## config.mk

```make
export PLATFORM = sky130hd
export DESIGN_NAME = btmx_ctrl
export DESIGN_NICKNAME = d
export VERILOG_FILES = /design/src/hdl/btmx_pkg.sv /design/src/hdl/btmx_ctrl.sv
export VERILOG_INCLUDE_DIRS = /design/src /design/src/hdl
export SDC_FILE = /design/constraint.sdc
export NUM_CORES = 1
export LEC_CHECK = 0
export BUFFER_PORTS_ARGS = -buffer_cell sky130_fd_sc_hd__buf_4
export CAP_MARGIN = 20
export CORE_AREA = 2 2 39 41
export DETAILED_ROUTE_END_ITERATION = 8
export DIE_AREA = 0 0 41 43
export PLACE_DENSITY = 0.44
export SETUP_SLACK_MARGIN = 0.3
export SKIP_LAST_GASP = 1
export SLEW_MARGIN = 20
export SYNTH_ARGS = -nofsm -noshare
export SYNTH_HDL_FRONTEND = slang
export SYNTH_SLANG_ARGS = --single-unit
export TNS_END_PERCENT = 30
```

## constraint.sdc

```tcl
create_clock -name clock -period 1 [get_ports clock]
set_input_delay 0.1 -clock clock [delete_from_list [all_inputs] [get_ports clock]]
set_output_delay 0.1 -clock clock [all_outputs]
set_load 0.01 [all_outputs]
```

## src/hdl/assert_macros.svh

```systemverilog
// Assertion macros shared by the trie maximum-xor block.
`ifndef ASSERT_MACROS_SVH
`define ASSERT_MACROS_SVH

// Checks a property on the rising clock edge. The check is suspended while reset is high.
`define ASSERT_CLK(lbl, clk, rst, prop, msg) \
   lbl: assert property (@(posedge clk) disable iff (rst) (prop)) else $error(msg);

// Checks that a condition holds on every clock edge, reset included.
`define ASSERT_ALWAYS(lbl, clk, prop, msg) \
   lbl: assert property (@(posedge clk) (prop)) else $error(msg);

`endif

```

## src/hdl/btmx_pkg.sv

```systemverilog
// Package of the trie maximum-xor block: default sizes, codes and control types.
package btmx_pkg;

   localparam int KEY_BITS_DEF   = 32;
   localparam int NODE_COUNT_DEF = 65536;
   localparam int KEY_W          = 32;

   localparam logic ACT_INSERT = 1'b0;
   localparam logic ACT_QUERY  = 1'b1;

   typedef enum logic [2:0] {
      ST_IDLE = 3'b001,
      ST_WALK = 3'b010,
      ST_RESP = 3'b100
   } state_type;

   typedef struct packed {
      logic load;
      logic step;
      logic finish;
   } cmd_type;

   typedef struct packed {
      logic quick;
      logic last;
   } stat_type;

endpackage

```

## src/hdl/btmx_ctrl.sv

```systemverilog
// Controller state machine of the trie maximum-xor block.
`include "assert_macros.svh"
module btmx_ctrl (
   input  logic              clock,
   input  logic              reset,
   input  logic              start,
   output logic              busy,
   output logic              rsp_valid,
   input  btmx_pkg::stat_type stat,
   output btmx_pkg::cmd_type  cmd
);
   import btmx_pkg::*;

   state_type state_ff;
   state_type state_in;
   logic      accept;

   assign accept = start && !busy;

   always_comb begin
      state_in = state_ff;
      unique case (state_ff)
         ST_IDLE, ST_RESP: begin
            if (start) begin
               state_in = stat.quick ? ST_RESP : ST_WALK;
            end else begin
               state_in = ST_IDLE;
            end
         end
         ST_WALK: begin
            state_in = stat.last ? ST_RESP : ST_WALK;
         end
         default: begin
            state_in = ST_IDLE;
         end
      endcase
   end

   always_ff @(posedge clock) begin
      if (reset) begin
         state_ff <= ST_IDLE;
      end else begin
         state_ff <= state_in;
      end
   end

   // A new transfer may be taken while the previous result is on the strobe.
   assign busy       = (state_ff == ST_WALK);
   assign rsp_valid  = (state_ff == ST_RESP);
   assign cmd.load   = accept;
   assign cmd.step   = (state_ff == ST_WALK);
   assign cmd.finish = (state_ff == ST_WALK) && stat.last;

   `ASSERT_CLK(a_walk_entry, clock, reset, accept && !stat.quick |=> state_ff == ST_WALK, "walk not entered")
   `ASSERT_CLK(a_quick_resp, clock, reset, accept && stat.quick |=> rsp_valid, "quick result missing")
   `ASSERT_CLK(a_walk_end, clock, reset, cmd.finish |=> rsp_valid && !busy, "walk did not end in result")

endmodule

```

==> reports/qor.txt, run 1 <==
Outcome = finished, violations left
Failing checks = negative setup slack
Leftover overflow at the end of global routing = 0
Via count of the first global-routing pass = 196
Sinks on Clock Net = 3
Number of buffers on the longest clock path = 2
Fraction of synthesized area in multiplexers = 0
Count of flip-flops with a built-in enable after synthesis = 0
Number of slew-limit violations in the final report = 0
Area of the die = 1760 um2
Layout cell share with drive strength beyond 1 = 0.697
Number of nets produced by synthesis = 23
Syn Std Cell Area = 181 um2
Clock latency on the worst-skew pair = 0.23 ns
Nets = 39
Number of antenna violations at the first check in global routing = 0
Cell leakage power = 0.143 nW
Sequential fraction of the synthesis area = 0.331
Worst max-slew margin expressed relative to the limit = 0.775
Path type of the worst min-delay path = primary input to register
Final hold viol count = 0
Post-Synth XOR/XNOR Area = 0.0483
Length of the first detailed-routing pass in iterations = 2
FFs w/ async S/R, synth = 0
Setup slack after placement = 0.0367 ns
Cells along the critical path = nor3b_4, and2_4, buf_6
Worst Path Max Fanout = 4
Utilization after layout = 0.245
Worst ir drop on vdd = 0.000347 V
Required time worst endpoint = 0.90 ns
Via-to-Cell Ratio = 3.98
P&R area growth vs syn = 86.9%
Wire length after detailed routing = 482 um
Least setup slack across all paths after layout = -0.185 ns
Shortest clock period the worst path allows after layout = 1.19 ns
Number of diodes = 0
Clock slew at reported path FFs = 0.04 ns
Via count = 195
# rows = 14
Startpoint Class = register
Syn Area/Cell = 10.1 um2
Instance count of the mapped netlist = 18
Flops & latches, synth = 3
Arithmetic-cell share of the synthesized area counting full adders, half adders and majority gates = 0
Initial standard-cell utilization of the core = 0.131
Kind of cell adding the most delay to the critical path = simple AND/OR/NAND/NOR gates
Setup repair after global routing missed its margin = yes
Area share of the leading cell type in the synthesized netlist = 0.331
CP endpoint kind = output pin
# port buffers = 9
Number of warnings printed during yosys synthesis = 0
Top achievable clock speed = 844 MHz
Core ar. = 1380 um2
Cell type with the largest total area after synthesis = dfxtp_1
Final weighted congestion of routability-driven global placement = 0.595
Power Density = 1240 nW/um2
Wire per inst = 9.84 um
Number of nets with antenna violations after routing = 0
Number of DRC violations after detailed routing = 0
Clock tree from TritonCTS = done
Unique masters post-synth = 14
Total track usage = 0.0662
First-pass GRT wire length = 745 um
Max-cap violation count = 0
Slack of the worst reg-to-reg path = -0.10 ns
Worst path slowest cell = dfxtp_4
Die X = 41 um
Number of buffer and inverter stages on the critical path = 1
Main combinational cell family by area after synthesis = simple AND/OR/NAND/NOR gates
Compound-cell area share of the yosys netlist = 0.131
Final Skew = 0.00218 ns
Largest register by flop count = state_ff
Pin count of the biggest net entering global routing = 6
Largest stage delay, worst path = 0.35 ns
Endpoint arrival time on the critical path = 1.09 ns
Actual slew at the worst max-slew pin = 0.336 ns
Flip-flop count of the largest register after layout = 3
Kind of critical path = register to output pin
Total number of H-tree levels = 1
Commonest register cell after synthesis = dfxtp_1
Synth area leaders = dfxtp_1 33%, a22o_1 9.7%, buf_4 8.3%, nor4b_2 8.3%, nor3b_2 6.9%
Design Power = 421 uW
Setup violation total in the final timing report = 8
Iteration-0 DRC count of the detailed router = 2
Simple-gate share of the synthesized area = 0.386
Top post-synthesis cells by count = 3 x dfxtp_1, 2 x a22o_1, 2 x buf_4
Height of the die = 43 um
Number of buffers added by the clock tree synthesis step = 3
Biggest regs = state_ff (3)
Most common cell in the netlist = dfxtp_1
Final period utilization = 1.19
I/O pin count = 10
Root buffer cell = clkbuf_4
-- area by class of cell --
type | instances | area (um2)
fill | 158 | 1040
clock buffer | 4 | 26.3
timing repair buffer | 13 | 101
inverter | 1 | 3.75
multi-input combinational | 12 | 116
tap | 16 | 20.0
sequential | 3 | 71.3
-- power by group --
group / internal [mW] / total [mW] / switching [mW]
logic: 0.0442 / 0.0738 / 0.0295
clock network: 0.150 / 0.213 / 0.0635
registers: 0.126 / 0.134 / 0.00859
total: 0.319 / 0.421 / 0.102
-- through the flow --
stage                     area, um2  std cells  hold slack [ns]  setup TNS [ns]
final                           339         49           0.0820          -0.849
after global routing            339         49            0.102           -1.31
after CTS                       318         48           0.0804          -0.719
after detailed placement        264         41            0.330               0
after global placement          264         41            0.324               0
after floorplan                 191         18            0.200               0
-- logic make-up after synthesis --
kind of cell,Yosys count
AND/OR/NAND/NOR,8
AO/OA/AOI/OAI,3
flip-flops,3
buffers and inverters,3
XOR/XNOR,1
-- routing by layer --
| metal | part of all wire | GRT usage |
|---|---|---|
| met3 | 0.093 | 0.0157 |
| met4 | 0.035 | 0.0600 |
| met5 | 0 | 0 |
| met1 | 0.37 | 0.0737 |
| met2 | 0.50 | 0.0969 |
-- cells in the final DEF (no fill, tap or decap) --
master	instances
inv_1	1
nor3b_4	1
and2_4	1
a31oi_1	1
xor2_1	1
nor4bb_1	1
nor4b_1	1
nor2_1	1
buf_4	12
nor4b_2	1
nor2b_1	1
buf_6	1
nor3b_2	1
a22o_1	2
dfxtp_4	3
clkbuf_1	1
clkbuf_4	3
-- worst reg2reg max path, delay by kind of cell, from the launching register on --
| kind | cells | cell delay [ns] |
|---|---|---|
| and+or+nand+nor | 1 | 0.35 |
| buffers and inverters | 1 | 0.13 |
| AOI/OAI and AO/OA | 1 | 0.20 |
| DFF | 1 | 0.35 |
-- timing repair --
action,CTS,global route
endpoints found under the setup margin,8,8
pin swaps,2,2
buffers inserted,3,1
hold buffers,0,0
gates resized for setup,2,4
-- worst paths after layout --
check | startpoint | to | cells past startpoint
max reg2reg | state_ff[2] | state_ff[2] | 3
max | state_ff[2] | cmd[0] | 3
min | start | state_ff[0] | 2
min reg2reg | state_ff[2] | state_ff[0] | 2
Power figures use the tool's default switching activity.
==> run 2, diff against run 1 <==
--- a/config.mk
+++ b/config.mk
@@ -12,6 +12,7 @@
 export DETAILED_ROUTE_END_ITERATION = 8
 export DIE_AREA = 0 0 41 43
 export PLACE_DENSITY = 0.44
+export REMOVE_ABC_BUFFERS = 1
 export SETUP_SLACK_MARGIN = 0.3
 export SKIP_LAST_GASP = 1
 export SLEW_MARGIN = 20
==> run 2 against run 1 <==
The flow still finishes with violations (negative setup slack). Register-to-register slack barely moved. Cell count did not move. Clock skew rose by 0.00097 ns. Routed wire length rose by 19%.
==> reports/qor.txt, run 2 (synthesis gave the netlist of run 1 again) <==
Commonest non-fill, non-tap cells in the layout = 10 x buf_4, 3 x clkbuf_4, 3 x buf_6, 3 x dfxtp_4, 2 x a22o_1
Origin of the worst min-delay path = start
Number of standard cells in the final layout excluding fillers = 49 (unchanged)
# port buffers = 9 (unchanged)
Via-to-Cell Ratio = 4.18 (+5.1%)
Utilization after layout = 0.247 (+0.00181)
Length of the first detailed-routing pass in iterations = 4 (+2)
Path type of the worst min-delay path = primary input to register
Pin count of the biggest net entering global routing = 6 (unchanged)
Number of nets with antenna violations after routing = 0 (unchanged)
Setup violation total in the final timing report = 8 (unchanged)
Actual slew at the worst max-slew pin = 0.314 ns (-0.0225 ns)
Leftover overflow at the end of global routing = 0 (unchanged)
Area of the die = 1760 um2 (unchanged)
Initial standard-cell utilization of the core = 0.131 (unchanged)
Top achievable clock speed = 834 MHz (-1.1%)
Slack of the worst reg-to-reg path = -0.10 ns (about the same)
Outcome = finished, violations left
Setup slack after placement = -0.0573 ns (-0.0940 ns)
Setup repair after global routing missed its margin = yes
Via count of the first global-routing pass = 203 (+3.6%)
Register area = 71.3 um2 (unchanged)
Core ar. = 1380 um2 (unchanged)
Number of antenna violations at the first check in global routing = 0 (unchanged)
Layout cell share with drive strength beyond 1 = 0.667 (-0.0303)
Least setup slack across all paths after layout = -0.199 ns (-0.0134 ns)
Iteration-0 DRC count of the detailed router = 8 (+6)
Max-cap violation count = 0 (unchanged)
Total track usage = 0.0842 (+0.0180)
Flip-flop count of the largest register after layout = 3 (unchanged)
Via count = 205 (+5.1%)
Worst Path Max Fanout = 3 (-1)
Final period utilization = 1.20 (+0.0134)
Critical register-to-register path startpoint = state_ff[0]
Final Skew = 0.00315 ns (+0.000970 ns)
Number of DRC violations after detailed routing = 0 (unchanged)
Multi-input gate area = 111 um2 (-4.3%)
Wire per inst = 11.7 um (+19%)
First-pass GRT wire length = 890 um (+19%)
Number of placed cells counting well taps = 42 (+2.4%)
Hold Path Stages = 2 (unchanged)
Sinks on Clock Net = 3 (unchanged)
Number of slew-limit violations in the final report = 0 (unchanged)
Total number of H-tree levels = 1 (unchanged)
Startpoint Class = register
Final hold viol count = 0 (unchanged)
Clock tree from TritonCTS = done
I/O pin count = 10 (unchanged)
Nets = 39 (unchanged)
DP Wirelength = 372 um
Worst ir drop on vdd = 0.000233 V (-33%)
Cell leakage power = 0.145 nW (+1.1%)
Root buffer cell = clkbuf_4
Final weighted congestion of routability-driven global placement = 0.548 (-7.9%)
Worst max-slew margin expressed relative to the limit = 0.790 (+0.0150)
Kind of critical path = register to output pin
# rows = 14 (unchanged)
Power Density = 1240 nW/um2 (-0.38%)
Height of the die = 43 um (unchanged)
Setup total negative slack = -1.15 ns (-0.298 ns)
Clock latency on the worst-skew pair = 0.24 ns (about the same)
Terminating pin of the worst hold path = state_ff[0]
Largest register by flop count = state_ff
Shortest clock period the worst path allows after layout = 1.20 ns (+0.0134 ns)
Endpoint arrival time on the critical path = 1.10 ns (about the same)
Number of diodes = 0 (unchanged)
P&R area growth vs syn = 88.3%
Biggest regs = state_ff (3)
Number of buffers added by the clock tree synthesis step = 3 (unchanged)
CP endpoint kind = output pin
Depth of the worst register-to-register path = 3 (unchanged)
Failing checks = negative setup slack
Clock slew at reported path FFs = 0.04 ns (about the same)
Number of buffers on the longest clock path = 2 (unchanged)
Most frequent standard cell in the layout excluding fill and tap cells = buf_4
Number of fill cells = 161 (+1.9%)
Wire length after detailed routing = 572 um (+19%)
End of the worst register-to-register path = state_ff[2]
Required time worst endpoint = 0.90 ns (about the same)
Die X = 41 um (unchanged)
## run 2: cell counts in the layout (fill, tap and decap cells not counted)
Identical to the previous run, type by type.
## run 2: area by class of cell
cell class | instances | area share
multi-input combinational | 12 | 0.326
timing repair buffer | 13 | 0.319
sequential | 3 | 0.209
clock buffer | 4 | 0.0769
tap | 16 | 0.0586
inverter | 1 | 0.0110
## run 2: worst max-delay path: stages, from the launching register on
cell	delay, ns
dfxtp_4	0.34
nor3b_4	0.25
and2_4	0.18
buf_6	0.09
## run 2: timing repair
action,in CTS,in global routing
setup endpoints to repair,8,8
endpoints found under the hold margin,0,0
resized for setup,7,4
buffers inserted,2,1
pin swaps,2,2
hold buffers,0,0
## run 2: per-stage QoR
step / hold slack [ns] / area [um2] / power [mW]
floorplan: 0.208 / 166 / 0.163
global placement: 0.327 / 262 / 0.191
detailed placement: 0.339 / 262 / 0.192
CTS: 0.0759 / 322 / 0.432
global route: 0.0844 / 342 / 0.452
finish: 0.0874 / 342 / 0.423
## run 2: where the power goes
group / total, mW / switching, mW / leakage [nW] / internal (mW)
Combinational: 0.0737 / 0.0318 / 0.104 / 0.0419
Clock: 0.217 / 0.0669 / 0.0150 / 0.150
Sequential: 0.132 / 0.00672 / 0.0262 / 0.125
Total: 0.423 / 0.105 / 0.145 / 0.317
## run 2: how the worst max path moves through the flow
stage | startpoint | slack, ns | to | cells after the start
final | state_ff[0] | -0.20 | cmd[0] | 3
after global routing | state_ff[0] | -0.26 | cmd[0] | 3
after CTS | state_ff[2] | -0.21 | cmd[0] | 3
after detailed placement | state_ff[1] | -0.06 | cmd[0] | 3
after global placement | state_ff[1] | -0.02 | cmd[0] | 3
after floorplan | state_ff[1] | -0.1 | cmd[0] | 2
## run 2: routing by layer
| layer | wire (um) | vias up | global-route usage |
|---|---|---|---|
| met5 | 0 | - | 0 |
| met4 | 0 | 0 | 0.0800 |
| met3 | 64 | 0 | 0.0471 |
| met2 | 267 | 12 | 0.103 |
| met1 | 240 | 99 | 0.0958 |
| li1 | - | 94 | - |
